$ cat src/sv/midi_file_event_parser_defines.svh
// ----------------------------------------------------------------------------
// midi_file_event_parser_defines
// Assertion macros shared by the parser RTL.
// ----------------------------------------------------------------------------
`ifndef MIDI_FILE_EVENT_PARSER_DEFINES_SVH
`define MIDI_FILE_EVENT_PARSER_DEFINES_SVH
// Assert that a property holds on every clock edge outside reset.
`define MFP_ASSERT(lbl, prop) \
  lbl: assert property (@(posedge clk_i) disable iff (!rst_ni) (prop)) else $error("lbl failed");
// Assert that a condition implies a consequence on the next edge.
`define MFP_ASSERT_NEXT(lbl, cond, cons) \
  lbl: assert property (@(posedge clk_i) disable iff (!rst_ni) (cond) |=> (cons)) \
    else $error("lbl failed");
`endif

$ cat src/sv/mfp_pkg.sv
// ----------------------------------------------------------------------------
// mfp_pkg
// Types and constants for the Standard MIDI File event parser.
// ----------------------------------------------------------------------------
package mfp_pkg;

  localparam int unsigned TickTimeBitsDefault = 32;

  typedef enum logic [2:0] {
    KIND_NOTE_ON  = 3'd0,
    KIND_NOTE_OFF = 3'd1,
    KIND_TEMPO    = 3'd2,
    KIND_TIME_SIG = 3'd3,
    KIND_HEADER   = 3'd4
  } event_kind_e;

  typedef enum logic [11:0] {
    PH_HDR        = 12'b0000_0000_0001,
    PH_HEADDATA   = 12'b0000_0000_0010,
    PH_CHUNK_SKIP = 12'b0000_0000_0100,
    PH_DELTA      = 12'b0000_0000_1000,
    PH_STATUS     = 12'b0000_0001_0000,
    PH_DATA1      = 12'b0000_0010_0000,
    PH_DATA2      = 12'b0000_0100_0000,
    PH_META_TYPE  = 12'b0000_1000_0000,
    PH_META_LEN   = 12'b0001_0000_0000,
    PH_META_DATA  = 12'b0010_0000_0000,
    PH_SYSEX_LEN  = 12'b0100_0000_0000,
    PH_SYSEX_DATA = 12'b1000_0000_0000
  } phase_e;

  localparam logic [7:0] MetaTrackName = 8'h03;
  localparam logic [7:0] MetaTempo     = 8'h51;
  localparam logic [7:0] MetaTimeSig   = 8'h58;
  localparam logic [7:0] StatusMeta    = 8'hFF;
  localparam logic [7:0] StatusSysex   = 8'hF0;
  localparam logic [7:0] StatusSysexEsc = 8'hF7;
  localparam logic [7:0] StatusNoteOn0 = 8'h90;
  localparam logic [7:0] StatusNoteOn1 = 8'h91;
  localparam int unsigned LeftNameLen  = 10;

  typedef struct packed {
    logic [7:0] data_byte;
    logic       file_start;
  } in_item_t;

  typedef struct packed {
    logic [2:0]  event_kind;
    logic [31:0] tick_time;
    logic [6:0]  key;
    logic [6:0]  velocity;
    logic        hand;
    logic [23:0] tempo_period;
    logic [7:0]  ts_numerator;
    logic [7:0]  ts_denominator;
    logic        time_format;
    logic [14:0] ticks_per_quarter;
    logic [6:0]  smpte_format;
    logic [7:0]  ticks_per_frame;
  } out_item_t;

  function automatic logic [7:0] thd_char(logic [1:0] i);
    case (i)
      2'd0: thd_char = 8'h4D;
      2'd1: thd_char = 8'h54;
      2'd2: thd_char = 8'h68;
      default: thd_char = 8'h64;
    endcase
  endfunction

  function automatic logic [7:0] trk_char(logic [1:0] i);
    case (i)
      2'd0: trk_char = 8'h4D;
      2'd1: trk_char = 8'h54;
      2'd2: trk_char = 8'h72;
      default: trk_char = 8'h6B;
    endcase
  endfunction

  function automatic logic [7:0] left_char(logic [3:0] i);
    case (i)
      4'd0: left_char = 8'h4C;
      4'd1: left_char = 8'h65;
      4'd2: left_char = 8'h66;
      4'd3: left_char = 8'h74;
      4'd4: left_char = 8'h2D;
      4'd5: left_char = 8'h68;
      4'd6: left_char = 8'h61;
      4'd7: left_char = 8'h6E;
      4'd8: left_char = 8'h64;
      4'd9: left_char = 8'h3A;
      default: left_char = 8'h00;
    endcase
  endfunction

endpackage

$ cat src/sv/midi_file_event_parser.sv
// ----------------------------------------------------------------------------
// midi_file_event_parser
// Parses a Standard MIDI File byte stream into note, tempo, time-signature
// and header events.
// ----------------------------------------------------------------------------
// Channel | Direction | Payload             | Handshake
// in      | input     | mfp_pkg::in_item_t  | in_valid_i / in_ready_o
// out     | output    | mfp_pkg::out_item_t | out_valid_o / out_ready_i
// One byte is parsed per cycle in the cycle it is accepted; a result appears
// in the output register in the cycle after its byte's transfer.
// A byte is accepted whenever the output register is empty or being drained.
// The output register holds its result while out_ready_i is low.
// Reset returns the parser to the chunk header phase; file_start does the same.
`include "midi_file_event_parser_defines.svh"

module midi_file_event_parser #(
  parameter int unsigned TICK_TIME_BITS = mfp_pkg::TickTimeBitsDefault
) (
  input  logic               clk_i,
  input  logic               rst_ni,
  input  logic               in_valid_i,
  output logic               in_ready_o,
  input  mfp_pkg::in_item_t  in_data_i,
  output logic               out_valid_o,
  input  logic               out_ready_i,
  output mfp_pkg::out_item_t out_data_o
);
  import mfp_pkg::*;

  phase_e              phase_q, phase_d;
  logic [2:0]          fcnt_q, fcnt_d;
  logic [1:0]          is_trk_q, is_trk_d;
  logic [31:0]         chunk_left_q, chunk_left_d;
  logic [31:0]         vlq_q, vlq_d;
  logic [TICK_TIME_BITS-1:0] ticks_q, ticks_d;
  logic [7:0]          status_q, status_d;
  logic [7:0]          first_q, first_d;
  logic [7:0]          meta_type_q, meta_type_d;
  logic [31:0]         meta_left_q, meta_left_d;
  logic [23:0]         val_q, val_d;
  logic [3:0]          nidx_q, nidx_d;
  logic                nmatch_q, nmatch_d;
  logic                hand_q, hand_d;
  logic                out_valid_q;
  out_item_t           out_q, res;
  logic                emit;
  logic                take;

  assign in_ready_o  = !out_valid_q || out_ready_i;
  assign take        = in_valid_i && in_ready_o;
  assign out_valid_o = out_valid_q;
  assign out_data_o  = out_q;

  always_comb begin
    logic [7:0]  b;
    logic [2:0]  pos;
    logic [31:0] vlq_n;
    logic        vlq_end;
    logic [15:0] dv;
    logic [23:0] tv;
    logic [31:0] cl;
    phase_e      ph;
    logic [1:0]  it;
    logic [31:0] ml;
    logic [31:0] cleft;
    logic        hdr_reset;

    b         = in_data_i.data_byte;
    hdr_reset = in_data_i.file_start;
    ph        = hdr_reset ? PH_HDR : phase_q;
    phase_d   = ph;
    fcnt_d    = hdr_reset ? 3'd0 : fcnt_q;
    is_trk_d  = hdr_reset ? 2'd3 : is_trk_q;
    cl        = hdr_reset ? 32'd0 : chunk_left_q;
    chunk_left_d = cl;
    vlq_d     = hdr_reset ? 32'd0 : vlq_q;
    ticks_d   = hdr_reset ? '0 : ticks_q;
    status_d  = hdr_reset ? 8'd0 : status_q;
    first_d   = hdr_reset ? 8'd0 : first_q;
    meta_type_d = hdr_reset ? 8'd0 : meta_type_q;
    meta_left_d = hdr_reset ? 32'd0 : meta_left_q;
    val_d     = hdr_reset ? 24'd0 : val_q;
    nidx_d    = hdr_reset ? 4'd0 : nidx_q;
    nmatch_d  = hdr_reset ? 1'b1 : nmatch_q;
    hand_d    = hdr_reset ? 1'b0 : hand_q;
    res       = '0;
    emit      = 1'b0;
    pos       = fcnt_d;
    vlq_n     = {vlq_d[24:0], b[6:0]};
    vlq_end   = !b[7];
    dv        = '0;
    tv        = '0;
    it        = is_trk_d;
    ml        = meta_left_d - 32'd1;
    cleft     = cl - 32'd1;

    if (ph == PH_HDR) begin
      if (!pos[2]) begin
        if (b != thd_char(pos[1:0])) it = it & 2'b10;
        if (b != trk_char(pos[1:0])) it = it & 2'b01;
        is_trk_d = it;
      end else begin
        chunk_left_d = {cl[23:0], b};
      end
      if (pos != 3'd7) begin
        fcnt_d = pos + 3'd1;
      end else begin
        vlq_d  = '0;
        val_d  = '0;
        fcnt_d = '0;
        if (chunk_left_d == 32'd0) begin
          phase_d  = PH_HDR;
          is_trk_d = 2'd3;
        end else if (it == 2'd1) begin
          phase_d = PH_HEADDATA;
        end else if (it == 2'd2) begin
          phase_d = PH_DELTA;
          ticks_d = '0;
          hand_d  = 1'b0;
        end else begin
          phase_d = PH_CHUNK_SKIP;
        end
      end
    end else begin
      case (ph)
        PH_HEADDATA: begin
          if (pos >= 3'd4) val_d = {8'd0, val_d[7:0], b};
          if (pos == 3'd5) begin
            dv = val_d[15:0];
            res.event_kind  = KIND_HEADER;
            res.time_format = dv[15];
            if (!dv[15]) begin
              res.ticks_per_quarter = dv[14:0];
            end else begin
              res.smpte_format    = dv[14:8];
              res.ticks_per_frame = dv[7:0];
            end
            emit    = 1'b1;
            phase_d = PH_CHUNK_SKIP;
          end
          fcnt_d = pos + 3'd1;
        end
        PH_DELTA: begin
          vlq_d = vlq_n;
          if (vlq_end) begin
            ticks_d = ticks_d + TICK_TIME_BITS'(vlq_n);
            vlq_d   = '0;
            phase_d = PH_STATUS;
          end
        end
        PH_STATUS: begin
          status_d = b;
          if (b == StatusMeta) phase_d = PH_META_TYPE;
          else if (b inside {StatusSysex, StatusSysexEsc}) phase_d = PH_SYSEX_LEN;
          else phase_d = PH_DATA1;
        end
        PH_DATA1: begin
          first_d = b;
          if (status_d inside {[8'hC0:8'hDF]}) phase_d = PH_DELTA;
          else phase_d = PH_DATA2;
        end
        PH_DATA2: begin
          if (status_d inside {StatusNoteOn0, StatusNoteOn1}) begin
            res.event_kind = (b[6:0] != 7'd0) ? KIND_NOTE_ON : KIND_NOTE_OFF;
            res.tick_time  = 32'(ticks_d);
            res.key        = first_d[6:0];
            res.velocity   = b[6:0];
            res.hand       = hand_d;
            emit           = 1'b1;
          end
          phase_d = PH_DELTA;
        end
        PH_META_TYPE: begin
          meta_type_d = b;
          phase_d     = PH_META_LEN;
        end
        PH_META_LEN: begin
          vlq_d = vlq_n;
          if (vlq_end) begin
            meta_left_d = vlq_n;
            vlq_d    = '0;
            fcnt_d   = '0;
            val_d    = '0;
            nidx_d   = '0;
            nmatch_d = 1'b1;
            if (vlq_n == 32'd0) begin
              if (meta_type_d == MetaTrackName) hand_d = 1'b0;
              phase_d = PH_DELTA;
            end else begin
              phase_d = PH_META_DATA;
            end
          end
        end
        PH_META_DATA: begin
          if (meta_type_d == MetaTempo && pos < 3'd3) begin
            tv    = {val_d[15:0], b};
            val_d = tv;
            if (pos == 3'd2) begin
              res.event_kind   = KIND_TEMPO;
              res.tick_time    = 32'(ticks_d);
              res.tempo_period = tv;
              emit             = 1'b1;
            end
          end else if (meta_type_d == MetaTimeSig && pos < 3'd2) begin
            if (pos == 3'd0) begin
              first_d = b;
            end else begin
              res.event_kind     = KIND_TIME_SIG;
              res.tick_time      = 32'(ticks_d);
              res.ts_numerator   = first_d;
              res.ts_denominator = b;
              emit               = 1'b1;
            end
          end else if (meta_type_d == MetaTrackName) begin
            if (nmatch_d && nidx_d < 4'(LeftNameLen) && b == left_char(nidx_d)) begin
              nidx_d = nidx_d + 4'd1;
            end else begin
              nmatch_d = 1'b0;
            end
          end
          if (pos != 3'd7) fcnt_d = pos + 3'd1;
          meta_left_d = ml;
          if (ml == 32'd0) begin
            if (meta_type_d == MetaTrackName) begin
              hand_d = nmatch_d && (nidx_d == 4'(LeftNameLen));
            end
            phase_d = PH_DELTA;
          end
        end
        PH_SYSEX_LEN: begin
          vlq_d = vlq_n;
          if (vlq_end) begin
            meta_left_d = vlq_n;
            vlq_d   = '0;
            phase_d = (vlq_n != 32'd0) ? PH_SYSEX_DATA : PH_DELTA;
          end
        end
        PH_SYSEX_DATA: begin
          meta_left_d = ml;
          if (ml == 32'd0) phase_d = PH_DELTA;
        end
        default: begin
        end
      endcase
      chunk_left_d = cleft;
      if (cleft == 32'd0) begin
        phase_d  = PH_HDR;
        fcnt_d   = '0;
        is_trk_d = 2'd3;
        vlq_d    = '0;
      end
    end
  end

  always_ff @(posedge clk_i or negedge rst_ni) begin
    if (!rst_ni) begin
      phase_q      <= PH_HDR;
      fcnt_q       <= '0;
      is_trk_q     <= 2'd3;
      chunk_left_q <= '0;
      vlq_q        <= '0;
      ticks_q      <= '0;
      status_q     <= '0;
      first_q      <= '0;
      meta_type_q  <= '0;
      meta_left_q  <= '0;
      val_q        <= '0;
      nidx_q       <= '0;
      nmatch_q     <= 1'b1;
      hand_q       <= 1'b0;
      out_valid_q  <= 1'b0;
    end else begin
      if (take) begin
        phase_q      <= phase_d;
        fcnt_q       <= fcnt_d;
        is_trk_q     <= is_trk_d;
        chunk_left_q <= chunk_left_d;
        vlq_q        <= vlq_d;
        ticks_q      <= ticks_d;
        status_q     <= status_d;
        first_q      <= first_d;
        meta_type_q  <= meta_type_d;
        meta_left_q  <= meta_left_d;
        val_q        <= val_d;
        nidx_q       <= nidx_d;
        nmatch_q     <= nmatch_d;
        hand_q       <= hand_d;
      end
      if (in_ready_o) begin
        out_valid_q <= take && emit;
      end
    end
  end

  always_ff @(posedge clk_i) begin
    if (take && emit) begin
      out_q <= res;
    end
  end

  `MFP_ASSERT(a_phase_onehot, $onehot(phase_q))
  `MFP_ASSERT_NEXT(a_hold_stalled, out_valid_o && !out_ready_i, out_valid_o && $stable(out_data_o))
  `MFP_ASSERT(a_ready_when_empty, !out_valid_o |-> in_ready_o)

endmodule

$ cat config.mk
export PLATFORM = sky130hd
export DESIGN_NAME = midi_file_event_parser
export DESIGN_NICKNAME = d
export VERILOG_FILES = /design/src/sv/mfp_pkg.sv /design/src/sv/midi_file_event_parser.sv
export VERILOG_INCLUDE_DIRS = /design/src /design/src/sv
export SDC_FILE = /design/constraint.sdc
export NUM_CORES = 1
export LEC_CHECK = 0
export BUFFER_PORTS_ARGS = -buffer_cell sky130_fd_sc_hd__buf_4
export CAP_MARGIN = 10
export CORE_MARGIN = 1
export CORE_UTILIZATION = 55
export DETAILED_ROUTE_END_ITERATION = 10
export GPL_ROUTABILITY_DRIVEN = 0
export GPL_TIMING_DRIVEN = 0
export PLACE_DENSITY_LB_ADDON = 0.1
export RECOVER_POWER = 100
export SLEW_MARGIN = 10
export SYNTH_ARGS = -nofsm -noshare
export SYNTH_HDL_FRONTEND = slang
export SYNTH_SLANG_ARGS = --single-unit
export TNS_END_PERCENT = 20
$ cat constraint.sdc
create_clock -name clk_i -period 11 [get_ports clk_i]
set_input_delay 0 -clock clk_i [delete_from_list [all_inputs] [get_ports clk_i]]
set_output_delay 0 -clock clk_i [all_outputs]
set_load 0.01 [all_outputs]
==> metrics.yaml <==
placed_design:
  dpl_cell_area_um2: 20200
  dp_hpwl_um: 44620
  portBuffers: 135
sta:
  max_freq_ghz: 0.1143
  setup_viol: 0
  tightestPinTransition_ns: 4.611
  period_needed_ns: 8.752
  slew_headroom_pct: -207.4
  fin_skew_ns: 0.01407
  setup_tns_ns: 0
  slew_viol_final: 208
  min_period_over_period_pct: 79.56
  rsz0062_at_grt: "false"
  finalHoldViolations: 0
  whs_ns: 0.07344
detailed_routing:
  drc_errors: 0
  vias: 17780
  drtIter0Drc: 2554
  antenna_left: 0
  viasPerCell: 6.703
  wl_per_cell_um: 24.09
  drt-total-wl_um: 63910
  drt_pass1_iterations: 9
logic_synthesis:
  async_reset_ff_share_pct: 60.33
  netlist_area_um2: 18520
  ys_types: 89
  synth_area_per_cell_um2: 9.238
  synth_top_area_share_pct: 24.32
  ys_seq_area_share_pct: 44.50
  synth_ff_type: "dfrtp_1"
  synth-seq-cells: 305
  netlist_instances: 2005
  ys.warnings.count: 0
  syn_nets: 2068
  yosysTopAreaCell: "dfrtp_1"
  synth-edff-count: 121
  synthTopCellsByArea: "dfrtp_1 24%, edfxtp_1 20%, nand2_1 3.5%"
critical_path:
  slowest_stage: "clkbuf_1"
  critPathCaptureType: "flip-flop"
  critPathRequiredTime_ns: 11.48
  start_kind: "primary input"
  cp_max_fo: 10
  cp.arrival_ns: 9.24
  timing_worst_setup_path_type: "in2reg"
  timing.critical_path.mode_cell: "clkbuf_1"
  cp_slowest_stage_delay_ns: 0.79
  path_buf_inv: 9
  path_cells: "clkbuf_1 -> clkbuf_1 -> clkbuf_1 -> clkbuf_1 -> clkbuf_1 -> clkbuf_1 -> clkbuf_1 -> clkbuf_1 -> clkbuf_1 -> nor2b_1 -> ha_1 -> a2111oi_0 -> a22oi_1 -> a21oi_1 -> o211ai_1 -> a2111oi_0 -> o31ai_1 -> a221oi_1 -> nor4_1 -> nor4_1"
  path_delay_family: "buffers and inverters"
global_route:
  grt_overflow_total: 0
  grt_pass1_vias: 16690
  grtUsageTotal_pct: 37.06
  antenna_found_initial: 1
  grt_pass1_wl_um: 97280
  grt_max_degree: 106
clock_network:
  ctsHoldBuffers: 9
  clkSinkCount: 305
  cts_resized: 0
  insertion_delay_ns: 0.59
  cts_tree: "yes"
  cts_buffer_depth: 3
  postCtsSetupRepairBufs: 0
  cts_buffers: 31
  cts.clk_slew.worst_paths_ns: 0.07
  clock-root-buffer: "clkbuf_16"
  h-tree-depth: 1
pwr:
  irDropWorstVdd_v: 0.0001211
  powerDensity_nw_per_um2: 136.3
  finalPower_w: 0.002832
  p_leak_nw: 7.806
run:
  drv_cap: 5
layout:
  num_antenna_cells: 0
  nets: 2249
  syn_to_final_growth_pct: 12.17
  drive_gt1_share_pct: 4.885
  fill_cells: 2944
  utilization_pct: 63.21
  fin_area_um2: 20770
floorplanning:
  core_area_um2: 32870
  start_util_pct: 56.35
  die_area_um2: 34410
  ios: 136
  dieWidth_um: 185.5
  rows: 66
  die_y_um: 185.5
status:
  violations: "max-capacitance violations, max-slew violations"
  outcome: "finished, violations left"
hold_path:
  holdCritPathClass: "in2reg"
[worst min-delay path, cell delays in order]
cell     delay [ns]
buf_4          0.16
inv_1          0.09
xnor2_1        0.10
nand2_1        0.11
o21a_1         0.13
a21oi_1        0.07
[layer usage]
metal	wire length, um	GRT usage [%]	vias up
met5	0	0	-
met4	3780	20.17	0
li1	-	-	7805
met2	27500	56.93	1266
met1	24860	48.30	8416
met3	7765	8.824	297
[synth_stat cells (all sizes together) (9+ instances only)]
master / n
xnor2: 36
a32oi: 10
clkbuf: 129
or4: 14
nor2b: 97
o21ai: 158
mux2: 9
buf: 29
nor4b: 11
nand3: 30
a21o: 20
and2: 44
inv: 46
or3: 11
nand2b: 17
a22o: 71
a31o: 10
o22ai: 19
a21oi: 114
ha: 49
edfxtp: 121
and3: 22
nor3b: 10
a32o: 9
mux2i: 45
nand2: 173
nor4: 56
xor2: 19
nor3: 91
o31ai: 14
nand4: 19
a22oi: 12
nor2: 152
a31oi: 25
a211oi: 10
dfrtp: 180
[path summary, 6_finish.rpt]
check                              from               to  slack, ns  cells after the start
min in group asynchronous        rst_ni   meta_left_q[8]       1.62                      2
max                        in_data_i[0]      ticks_q[31]       2.25                     20
max in group asynchronous        rst_ni       ticks_q[3]       6.78                      2
max reg2reg                  phase_q[7]  out_data_o[115]       3.41                     12
min                        in_data_i[2]         nmatch_q       0.07                      6
min reg2reg                 ticks_q[12]      ticks_q[12]       0.48                      2
[power by group]
group / total [W] / switching [W] / leakage, nW / internal (W)
Clock: 0.00112 / 0.000475 / 0.526 / 0.000648
Combinational: 0.000485 / 0.000342 / 3.92 / 0.000143
Sequential: 0.00122 / 0.0000237 / 3.36 / 0.00120
[cell type report]
type | count | area [um^2] | area share [%]
clock inverter | 20 | 260.3 | 1.253
inverter | 50 | 187.7 | 0.9034
multi-input combinational | 1492 | 9440 | 45.44
sequential | 305 | 8243 | 39.68
buffer | 158 | 605.6 | 2.915
clock buffer | 38 | 812.0 | 3.909
tap | 442 | 553.0 | 2.662
timing repair buffer | 148 | 673.1 | 3.240
[flip-flops by register name, indices dropped and copies added, names as in the netlist]
register and cells:
phase_q 12, fcnt_q 3, ticks_q 32, meta_type_q 8
status_q 7, first_q 8, chunk_left_q 32, hand_q 1
is_trk_q 2, out_valid_o 1, vlq_q 25, meta_left_q 32
out_data_o 121, nidx_q 4, val_q 16, nmatch_q 1
[metrics by stage]
step / worst slack, ns / std cells
floorplan: 3.103 / 2005
global placement: 0.7043 / 2582
global route: 2.155 / 2653
detailed placement: 3.233 / 2586
CTS: 3.861 / 2653
finish: 2.248 / 2653
[placed cells by master, fill, tap and decap left out, drive strengths merged, types with 11 or more instances in the layout]
master | Yosys | routed
a22oi | 12 | 12
and2 | 44 | 44
buf | 29 | 26
clkbuf | 129 | 309
inv | 46 | 49
nor4 | 56 | 56
xnor2 | 36 | 36
xor2 | 19 | 19
clkinv | 4 | 14
or3 | 11 | 11
o21ai | 158 | 158
edfxtp | 121 | 121
nor2 | 152 | 152
o31ai | 14 | 14
nor3 | 91 | 91
mux2i | 45 | 45
nor4b | 11 | 11
nand2b | 17 | 17
or4 | 14 | 14
nand2 | 173 | 173
a21oi | 114 | 114
a21o | 20 | 20
nor2b | 97 | 97
a22o | 71 | 71
a31oi | 25 | 25
dfrtp | 180 | 180
nand4 | 19 | 19
o22ai | 19 | 19
and3 | 22 | 22
nand3 | 30 | 30
ha | 49 | 49
[kinds of logic after synthesis]
| logic type | after synthesis | synth area share, % |
|---|---|---|
| simple gates | 775 | 22.04 |
| compound gates | 558 | 20.07 |
| flops | 305 | 44.50 |
| buf+inv | 208 | 4.384 |
| xor+xnor | 55 | 2.601 |
| mux | 54 | 2.979 |
| fa+ha+maj | 50 | 3.418 |
Note: power is estimated with default switching activity, not from simulation.
